**src/rtl/spq_pkg.sv**
```systemverilog
// ----------------------------------------------------------------------------
// spq_pkg
// Shared types, codes and controller/datapath interface structs for the
// sorted priority queue.
// ----------------------------------------------------------------------------
package spq_pkg;

   localparam int unsigned DATA_W = 32;

   // operation kinds
   localparam logic [1:0] KIND_INSERT = 2'd0;
   localparam logic [1:0] KIND_REMOVE = 2'd1;
   localparam logic [1:0] KIND_PEEK   = 2'd2;

   // result status codes
   localparam logic [1:0] STATUS_OK    = 2'd0;
   localparam logic [1:0] STATUS_FULL  = 2'd1;
   localparam logic [1:0] STATUS_EMPTY = 2'd2;

   typedef struct packed {
      logic [DATA_W-1:0] priority_f;
      logic [DATA_W-1:0] value_f;
   } entry_type;

   typedef enum logic [2:0] {
      POS_HOLD,
      POS_COUNT,
      POS_ZERO,
      POS_DEC,
      POS_INC
   } pos_op_type;

   // read address relative to the next position
   typedef enum logic [1:0] {
      RD_AT,
      RD_BELOW,
      RD_ABOVE
   } rd_sel_type;

   typedef enum logic {
      WR_ITEM,
      WR_SHIFT
   } wr_src_type;

   typedef enum logic [1:0] {
      CNT_HOLD,
      CNT_INC,
      CNT_DEC
   } cnt_op_type;

   typedef struct packed {
      logic       latch;
      logic       status_load;
      logic [1:0] status_code;
      logic       head_clear;
      logic       head_load;
      pos_op_type pos_op;
      logic       rd_en;
      rd_sel_type rd_sel;
      logic       wr_en;
      wr_src_type wr_src;
      cnt_op_type cnt_op;
      logic       out_load;
   } cmd_type;

   typedef struct packed {
      logic [1:0] kind;
      logic       cnt_zero;
      logic       cnt_full;
      logic       cnt_gt1;
      logic       pos_one;
      logic       shift_more;
      logic       less;
      logic       out_free;
   } stat_type;

endpackage

```
**src/rtl/spq_ctrl.sv**
```systemverilog
// ----------------------------------------------------------------------------
// spq_ctrl
// Sequencer for the queue: dispatches one operation, steps the entry
// shifts one per cycle and hands the result to the output register.
// ----------------------------------------------------------------------------
module spq_ctrl (
   input  logic              clock,
   input  logic              reset,
   input  logic              req_tvalid,
   output logic              req_tready,
   input  spq_pkg::stat_type stat,
   output spq_pkg::cmd_type  cmd
);

   typedef enum logic [2:0] {
      ST_IDLE,
      ST_DISPATCH,
      ST_INS_CMP,
      ST_INS_PUT,
      ST_HEAD,
      ST_REM_SHIFT,
      ST_FINISH
   } state_type;

   state_type state_ff;
   state_type state_in;

   always_ff @(posedge clock) begin
      if (reset) begin
         state_ff <= ST_IDLE;
      end else begin
         state_ff <= state_in;
      end
   end

   assign req_tready = (state_ff == ST_IDLE);

   always_comb begin
      state_in        = state_ff;
      cmd             = '0;
      cmd.status_code = spq_pkg::STATUS_OK;
      cmd.pos_op      = spq_pkg::POS_HOLD;
      cmd.rd_sel      = spq_pkg::RD_AT;
      cmd.wr_src      = spq_pkg::WR_ITEM;
      cmd.cnt_op      = spq_pkg::CNT_HOLD;
      case (state_ff)
         ST_IDLE: begin
            if (req_tvalid) begin
               cmd.latch = 1'b1;
               state_in  = ST_DISPATCH;
            end
         end
         ST_DISPATCH: begin
            cmd.status_load = 1'b1;
            cmd.head_clear  = 1'b1;
            case (stat.kind)
               spq_pkg::KIND_INSERT: begin
                  if (stat.cnt_full) begin
                     cmd.status_code = spq_pkg::STATUS_FULL;
                     state_in        = ST_FINISH;
                  end else if (stat.cnt_zero) begin
                     cmd.pos_op = spq_pkg::POS_COUNT;
                     state_in   = ST_INS_PUT;
                  end else begin
                     cmd.pos_op = spq_pkg::POS_COUNT;
                     cmd.rd_en  = 1'b1;
                     cmd.rd_sel = spq_pkg::RD_BELOW;
                     state_in   = ST_INS_CMP;
                  end
               end
               spq_pkg::KIND_REMOVE, spq_pkg::KIND_PEEK: begin
                  if (stat.cnt_zero) begin
                     cmd.status_code = spq_pkg::STATUS_EMPTY;
                     state_in        = ST_FINISH;
                  end else begin
                     cmd.pos_op = spq_pkg::POS_ZERO;
                     cmd.rd_en  = 1'b1;
                     cmd.rd_sel = spq_pkg::RD_AT;
                     state_in   = ST_HEAD;
                  end
               end
               default: begin
                  state_in = ST_FINISH;
               end
            endcase
         end
         ST_INS_CMP: begin
            if (stat.less) begin
               // entry below moves up one slot
               cmd.wr_en  = 1'b1;
               cmd.wr_src = spq_pkg::WR_SHIFT;
               cmd.pos_op = spq_pkg::POS_DEC;
               if (stat.pos_one) begin
                  state_in = ST_INS_PUT;
               end else begin
                  cmd.rd_en  = 1'b1;
                  cmd.rd_sel = spq_pkg::RD_BELOW;
               end
            end else begin
               cmd.wr_en  = 1'b1;
               cmd.wr_src = spq_pkg::WR_ITEM;
               cmd.cnt_op = spq_pkg::CNT_INC;
               state_in   = ST_FINISH;
            end
         end
         ST_INS_PUT: begin
            cmd.wr_en  = 1'b1;
            cmd.wr_src = spq_pkg::WR_ITEM;
            cmd.cnt_op = spq_pkg::CNT_INC;
            state_in   = ST_FINISH;
         end
         ST_HEAD: begin
            cmd.head_load = 1'b1;
            if (stat.kind == spq_pkg::KIND_REMOVE) begin
               if (stat.cnt_gt1) begin
                  cmd.rd_en  = 1'b1;
                  cmd.rd_sel = spq_pkg::RD_ABOVE;
                  state_in   = ST_REM_SHIFT;
               end else begin
                  cmd.cnt_op = spq_pkg::CNT_DEC;
                  state_in   = ST_FINISH;
               end
            end else begin
               state_in = ST_FINISH;
            end
         end
         ST_REM_SHIFT: begin
            cmd.wr_en  = 1'b1;
            cmd.wr_src = spq_pkg::WR_SHIFT;
            cmd.pos_op = spq_pkg::POS_INC;
            if (stat.shift_more) begin
               cmd.rd_en  = 1'b1;
               cmd.rd_sel = spq_pkg::RD_ABOVE;
            end else begin
               cmd.cnt_op = spq_pkg::CNT_DEC;
               state_in   = ST_FINISH;
            end
         end
         ST_FINISH: begin
            if (stat.out_free) begin
               cmd.out_load = 1'b1;
               state_in     = ST_IDLE;
            end
         end
         default: begin
            state_in = ST_IDLE;
         end
      endcase
   end

endmodule

```
**src/rtl/spq_datapath.sv**
```systemverilog
// ----------------------------------------------------------------------------
// spq_datapath
// Entry memory, count, working position, operand and result registers.
// ----------------------------------------------------------------------------
module spq_datapath #(
   parameter int unsigned DEPTH = 16,
   parameter int unsigned AW    = $clog2(DEPTH),
   parameter int unsigned CW    = $clog2(DEPTH + 1),
   parameter int unsigned RSP_W = ((2 * spq_pkg::DATA_W + CW + 2 + 7) / 8) * 8
) (
   input  logic                              clock,
   input  logic                              reset,
   input  logic [1:0]                        req_tuser,
   input  logic [2*spq_pkg::DATA_W-1:0]      req_tdata,
   output logic                              rsp_tvalid,
   input  logic                              rsp_tready,
   output logic [1:0]                        rsp_tuser,
   output logic [RSP_W-1:0]                  rsp_tdata,
   input  spq_pkg::cmd_type                  cmd,
   output spq_pkg::stat_type                 stat
);

   spq_pkg::entry_type mem [DEPTH];
   spq_pkg::entry_type rd_data_ff;
   spq_pkg::entry_type item_ff;
   spq_pkg::entry_type head_ff;
   spq_pkg::entry_type wr_data;
   logic [1:0]         kind_ff;
   logic [1:0]         status_ff;
   logic [CW-1:0]      count_ff;
   logic [CW-1:0]      count_in;
   logic [AW-1:0]      pos_ff;
   logic [AW-1:0]      pos_in;
   logic [AW-1:0]      rd_addr;
   logic               rsp_valid_ff;
   logic [1:0]         rsp_status_ff;
   logic [RSP_W-1:0]   rsp_data_ff;

   always_comb begin
      case (cmd.pos_op)
         spq_pkg::POS_COUNT: pos_in = count_ff[AW-1:0];
         spq_pkg::POS_ZERO:  pos_in = '0;
         spq_pkg::POS_DEC:   pos_in = pos_ff - AW'(1);
         spq_pkg::POS_INC:   pos_in = pos_ff + AW'(1);
         default:            pos_in = pos_ff;
      endcase
   end

   always_comb begin
      case (cmd.rd_sel)
         spq_pkg::RD_BELOW: rd_addr = pos_in - AW'(1);
         spq_pkg::RD_ABOVE: rd_addr = pos_in + AW'(1);
         default:           rd_addr = pos_in;
      endcase
   end

   always_comb begin
      case (cmd.cnt_op)
         spq_pkg::CNT_INC: count_in = count_ff + CW'(1);
         spq_pkg::CNT_DEC: count_in = count_ff - CW'(1);
         default:          count_in = count_ff;
      endcase
   end

   assign wr_data = (cmd.wr_src == spq_pkg::WR_SHIFT) ? rd_data_ff : item_ff;

   always_ff @(posedge clock) begin
      if (cmd.wr_en) begin
         mem[pos_ff] <= wr_data;
      end
      if (cmd.rd_en) begin
         rd_data_ff <= mem[rd_addr];
      end
   end

   always_ff @(posedge clock) begin
      if (reset) begin
         count_ff     <= '0;
         rsp_valid_ff <= 1'b0;
      end else begin
         count_ff <= count_in;
         if (cmd.out_load) begin
            rsp_valid_ff <= 1'b1;
         end else if (rsp_tready) begin
            rsp_valid_ff <= 1'b0;
         end
      end
   end

   always_ff @(posedge clock) begin
      pos_ff <= pos_in;
      if (cmd.latch) begin
         kind_ff          <= req_tuser;
         item_ff.value_f    <= req_tdata[spq_pkg::DATA_W-1:0];
         item_ff.priority_f <= req_tdata[2*spq_pkg::DATA_W-1:spq_pkg::DATA_W];
      end
      if (cmd.status_load) begin
         status_ff <= cmd.status_code;
      end
      if (cmd.head_clear) begin
         head_ff <= '0;
      end else if (cmd.head_load) begin
         head_ff <= rd_data_ff;
      end
      if (cmd.out_load) begin
         rsp_status_ff <= status_ff;
         rsp_data_ff   <= RSP_W'({(count_ff == CW'(DEPTH)), (count_ff == '0), count_ff,
                                  head_ff.priority_f, head_ff.value_f});
      end
   end

   assign stat.kind       = kind_ff;
   assign stat.cnt_zero   = (count_ff == '0);
   assign stat.cnt_full   = (count_ff == CW'(DEPTH));
   assign stat.cnt_gt1    = (count_ff > CW'(1));
   assign stat.pos_one    = (pos_ff == AW'(1));
   assign stat.shift_more = ((CW+1)'(pos_ff) + (CW+1)'(2)) < (CW+1)'(count_ff);
   assign stat.less       = $signed(rd_data_ff.priority_f) < $signed(item_ff.priority_f);
   assign stat.out_free   = !rsp_valid_ff || rsp_tready;

   assign rsp_tvalid = rsp_valid_ff;
   assign rsp_tuser  = rsp_status_ff;
   assign rsp_tdata  = rsp_data_ff;

endmodule

```
**src/rtl/sorted_priority_queue.sv**
```systemverilog
// ----------------------------------------------------------------------------
// sorted_priority_queue
// Priority queue held as a sorted entry memory, highest priority at the head.
// ----------------------------------------------------------------------------
// Request words carry an operation in req_tuser (insert, remove, peek) and
// a value and signed priority in req_tdata. Every request gives exactly one
// response word: a status in rsp_tuser and the head entry, occupancy and
// empty/full flags in rsp_tdata. An insert lands behind all entries of equal
// or higher priority, so equal priorities leave in arrival order.
// One operation is in flight at a time. The entries sit in a memory with
// one write port and one registered read port, and an insert or remove
// moves one entry per cycle. req_tready is high only between operations.
// A finished response sits in the output register; the next request is
// taken while it waits, and that request's result is held internally until
// the receiver drains the first. Reset empties the queue and drops any
// pending response word.
// ----------------------------------------------------------------------------
module sorted_priority_queue #(
   parameter int unsigned DEPTH = 16
) (
   input  logic                   clock,
   input  logic                   reset,
   input  logic                   req_tvalid,
   output logic                   req_tready,
   // [1:0] kind
   input  logic [1:0]             req_tuser,
   // [31:0] item_value, [63:32] item_priority
   input  logic [63:0]            req_tdata,
   output logic                   rsp_tvalid,
   input  logic                   rsp_tready,
   // [1:0] status
   output logic [1:0]             rsp_tuser,
   // [31:0] head_value, [63:32] head_priority, then occupancy, is_empty,
   // is_full, zero padding
   output logic [((2*spq_pkg::DATA_W+$clog2(DEPTH+1)+2+7)/8)*8-1:0] rsp_tdata
);

   spq_pkg::cmd_type  cmd;
   spq_pkg::stat_type stat;

   spq_ctrl u_ctrl (
      .clock      (clock),
      .reset      (reset),
      .req_tvalid (req_tvalid),
      .req_tready (req_tready),
      .stat       (stat),
      .cmd        (cmd)
   );

   spq_datapath #(
      .DEPTH (DEPTH)
   ) u_datapath (
      .clock      (clock),
      .reset      (reset),
      .req_tuser  (req_tuser),
      .req_tdata  (req_tdata),
      .rsp_tvalid (rsp_tvalid),
      .rsp_tready (rsp_tready),
      .rsp_tuser  (rsp_tuser),
      .rsp_tdata  (rsp_tdata),
      .cmd        (cmd),
      .stat       (stat)
   );

endmodule
```
**config.mk**
```make
export PLATFORM = sky130hd
export DESIGN_NAME = sorted_priority_queue
export DESIGN_NICKNAME = d
export VERILOG_FILES = /design/src/rtl/spq_pkg.sv /design/src/rtl/spq_ctrl.sv /design/src/rtl/spq_datapath.sv /design/src/rtl/sorted_priority_queue.sv
export SDC_FILE = /design/constraint.sdc
export NUM_CORES = 2
export LEC_CHECK = 0
export BUFFER_PORTS_ARGS = -buffer_cell sky130_fd_sc_hd__buf_4
export CAP_MARGIN = 20
export CORE_ASPECT_RATIO = 1.2
export CORE_MARGIN = 2
export CORE_UTILIZATION = 59
export CTS_CLUSTER_DIAMETER = 120
export DETAILED_ROUTE_END_ITERATION = 8
export PLACE_DENSITY = 0.83
export SYNTH_ARGS = -nofsm -noshare
export SYNTH_HDL_FRONTEND = slang
export SYNTH_SLANG_ARGS = --single-unit
```
**constraint.sdc**
```tcl
create_clock -name clock -period 6.83 [get_ports clock]
set_input_delay 0.3415 -clock clock [delete_from_list [all_inputs] [get_ports clock]]
set_output_delay 0.3415 -clock clock [all_outputs]
set_load 0.01 [all_outputs]
```
==> summary.txt <==
Finish
  • Finished Cell Area: slightly below 60000 um^2
  • Share of layout cells above drive strength 1: 0.122
  • Area occupied by multi-input gates: between 10000 and 15000 um^2
  • Final core area utilization: 0.675
  • FF+latch area: approximately 38000 um^2
  • Synth-to-layout area growth: 13.5%
  • Fill count: 5428
  • Layout Nets: 4089
  • Fin cells: between 5000 and 6000

Setup path
  • WS Path Type: register to register
  • R2R Setup Slk: 0.86 ns
  • Crit path DAT: 6.41 ns
  • Startpoint types: register
  • Worst r2r src: u_datapath.rd_data_ff[63]
  • CP required: 7.27 ns
  • CP max FO: 19
  • Setup crit end kind: register
  • R2r worst-path depth: 18
  • R2R Path End: u_datapath.rd_data_ff[41]

Die
  • Initial Util: 0.595
  • CORE AREA: 86400 um^2
  • Die width: 273 um
  • Height of the die: 327 um
  • Die ar.: slightly below 90000 um^2
  • # rows: 118
  • Ports: 146

STA
  • Slew Limit Fails: 0
  • Worst slew margin: 0.210
  • Max Clk Rate: around 0.17 GHz
  • Unrepaired setup endpoints after global routing: no
  • Final period util: 0.873
  • Hold WS: 0.206 ns
  • Minimum clock period: 5.97 ns
  • Final hold violation count: 0
  • Worst clock skew: 0.0279 ns
  • Least-Margin Pin Slew: 1.18 ns
  • Fin Setup TNS: 0 ns
  • Worst setup margin: between 0.8 and 0.9 ns
  • # setup viols final: 0

Pwr
  • Design internal power: 18.1 mW
  • Flop pwr share: 0.369
  • Logic pwr share: 0.416
  • Clock power frac: 0.215
  • Design Power: roughly 30 mW
  • Switching Fraction: 0.397
  • Static Leak: 20.2 nW
  • Maximum vdd drop: ~540 uV
  • Pwr Density: between 500 and 600 nW/um^2
  • Sw power: 11.9 mW

Drt
  • Routed vias/inst: 6.42
  • First-pass iteration count of the detailed router: 9
  • Antenna-violating nets left: 0
  • Iteration-0 DRC Markers: 4910
  • Final wirelength: 131000 um
  • DRC viols: 0
  • Vias: 33400
  • WL per Instance: 25.2 um

Synthesis
  • Most frequent cell after synthesis: edfxtp_1
  • Yosys reg bits: 1306
  • Syn. warnings: 0
  • Mean post-synth cell area: 13.5 um^2
  • Post-synthesis sequential area ratio: 0.748
  • Post-synth top area share: 0.718
  • Synth cell types: 64
  • Post-synth EDFFs: 1229
  • Synth Instances: 3800
  • Fraction of registers with async set/reset: 0
  • Leading post-synthesis cells by cell area: edfxtp_1 72%, nand2_1 7.7%, nand3_1 3.8%
  • Synth cell count leaders: 1229 x edfxtp_1, 1060 x nand2_1, 391 x nand3_1
  • Post-synthesis net count: 3924
  • Synth Flop Type: edfxtp_1
  • Netlist Area Pre-Place: 51400 um^2
  • Dominant cell type by area after synthesis: edfxtp_1

Min path
  • Hold endpoint: u_ctrl.state_ff[1]
  • Worst min-delay path startpoint: req_tvalid
  • Hold Crit Class: input pin to register
  • Hold depth: 4

Clock network
  • Post-CTS setup buffers: 0
  • CTS tree: built
  • CTS Root Cell: clkbuf_16
  • # clock sinks: 1306
  • Worst skew pair latency: 0.71 ns
  • Number of CTS-inserted buffers: 113
  • CTS H-Tree Depth: 3
  • Longest Clk Path Bufs: 3
  • Clk slew on worst S/H paths: approximately 0.06 ns

Place
  • Post-DP HPWL: 66700 um
  • Post-place setup slack: 0.946 ns
  • Dpl cells: 4921
  • Post-Place Cell Area: 53900 um^2
  • Port bufs: ~140
  • GPL Wtd Cong: 0.890

Global route
  • Initial antenna violation count: 6
  • First-pass GRT wire length: 195000 um
  • Overall routing resource usage: 0.291
  • Vias in the first global route: ~33000
  • Gr ovfl total: 0
  • Pin count of the biggest net entering global routing: 180

Run
  • Maxcap violations: 0

Outcome
  • Status: completed
==> how the worst max path moves through the flow <==
| stage | from | endpoint | slack (ns) | depth (start not counted) |
|---|---|---|---|---|
| after global placement | u_datapath.rd_data_ff[49] | u_datapath.rd_data_ff[0] | 1.16 | 16 |
| after CTS | u_datapath.rd_data_ff[37] | u_datapath.rd_data_ff[41] | 0.90 | 16 |
| after global routing | u_datapath.rd_data_ff[63] | u_datapath.rd_data_ff[48] | 0.76 | 18 |
| after floorplan | u_ctrl.state_ff[0] | u_datapath.mem[2][0] | 0.78 | 5 |
| final | u_datapath.rd_data_ff[63] | u_datapath.rd_data_ff[41] | 0.86 | 18 |
| after detailed placement | u_datapath.rd_data_ff[49] | u_datapath.rd_data_ff[40] | 0.95 | 16 |
==> metal layers <==
layer | vias to the layer above | global-route usage | part of all wire
met4 | 4 | 0.131 | 0.042
met5 | - | 0 | 0.00020
li1 | 14300 | - | -
met1 | 16200 | 0.389 | 0.36
met2 | 2491 | 0.475 | 0.49
met3 | 393 | 0.0463 | 0.12
==> placed cells by master, fill, tap and decap left out, types with 10 or more instances in the layout <==
| cell type | n |
|---|---|
| and3_1 | 66 |
| o21ai_0 | 24 |
| a211oi_1 | 68 |
| mux2_2 | 65 |
| a31oi_1 | 67 |
| a311oi_1 | 65 |
| edfxtp_1 | 1229 |
| inv_1 | 48 |
| buf_4 | 195 |
| clkinv_1 | 12 |
| nand2_1 | 1057 |
| nand3_1 | 391 |
| nand4_1 | 66 |
| nor2_4 | 14 |
| nor2_1 | 24 |
| dfxtp_1 | 77 |
| ha_1 | 53 |
| clkbuf_8 | 12 |
| buf_12 | 18 |
| clkinv_2 | 22 |
| mux2i_1 | 67 |
| a21oi_1 | 94 |
| clkbuf_16 | 114 |
| clkbuf_1 | 27 |
| bufinv_16 | 10 |
| dlygate4sd3_1 | 68 |
==> power groups by stage <==
stage	logic [mW]	registers, mW	clock network, mW
5_1_grt	13.4	11.1	6.77
3_3_place_gp	11.6	11.2	0
3_5_place_dp	12.0	11.2	0
4_1_cts	12.3	11.0	6.47
6_report	12.5	11.1	6.44
2_1_floorplan	8.46	11.0	0
==> sequential cells by signal, indices dropped and copies added, names as in the netlist, 2 cells and up <==
| register | count |
|---|---|
| u_datapath.count_ff | 5 |
| u_datapath.item_ff | 64 |
| u_datapath.rsp_tuser | 2 |
| u_datapath.pos_ff | 4 |
| u_datapath.head_ff | 64 |
| u_datapath.rd_data_ff | 64 |
| u_datapath.status_ff | 2 |
| u_datapath.rsp_tdata | 71 |
| u_datapath.kind_ff | 2 |
| u_datapath.mem | 1024 |
| u_ctrl.state_ff | 3 |
==> worst max-delay path: stages (launching register included) <==
cell and delay, ns:
edfxtp_1 0.44, ha_1 0.40, nand4_2 0.19, nor4_2 0.37, nand2_1 0.27, a21oi_2 0.36
o31a_1 0.28, a21oi_1 0.09, nor2_1 0.22, ha_1 0.32, inv_1 0.14, fa_1 0.42
xnor2_1 0.23, nand2b_1 0.21, a21oi_4 0.81, buf_4 0.53, nand3_1 0.18, nand4_1 0.15
mux2i_1 0.08
==> kinds of logic after synthesis <==
group / after synthesis / share of synthesized area
compound gates: 348 / 0.0458
xor+xnor: 5 / 0.00122
fa+ha+maj: 54 / 0.0133
buf+inv: 281 / 0.0231
flops: 1306 / 0.748
mux: 132 / 0.0273
other cells: 1 / 0.0000730
simple gates: 1673 / 0.141
==> final cells by class <==
class / count / share of cell area
diodes: 2 / 0.0000858
inverters: 49 / 0.00315
clock inverters: 60 / 0.0113
flip-flops and latches: 1306 / 0.659
well taps: 1140 / 0.0245
multi-input cells: 2213 / 0.205
clock buffers: 153 / 0.0535
repair buffers: 282 / 0.0434
==> what timing repair did <==
item / 4_1_cts / 5_1_grt
resized for setup: 0 / 0
hold buffers: 68 / 0
hold endpoints to repair: 75 / 0
Power figures use the tool's default switching activity.
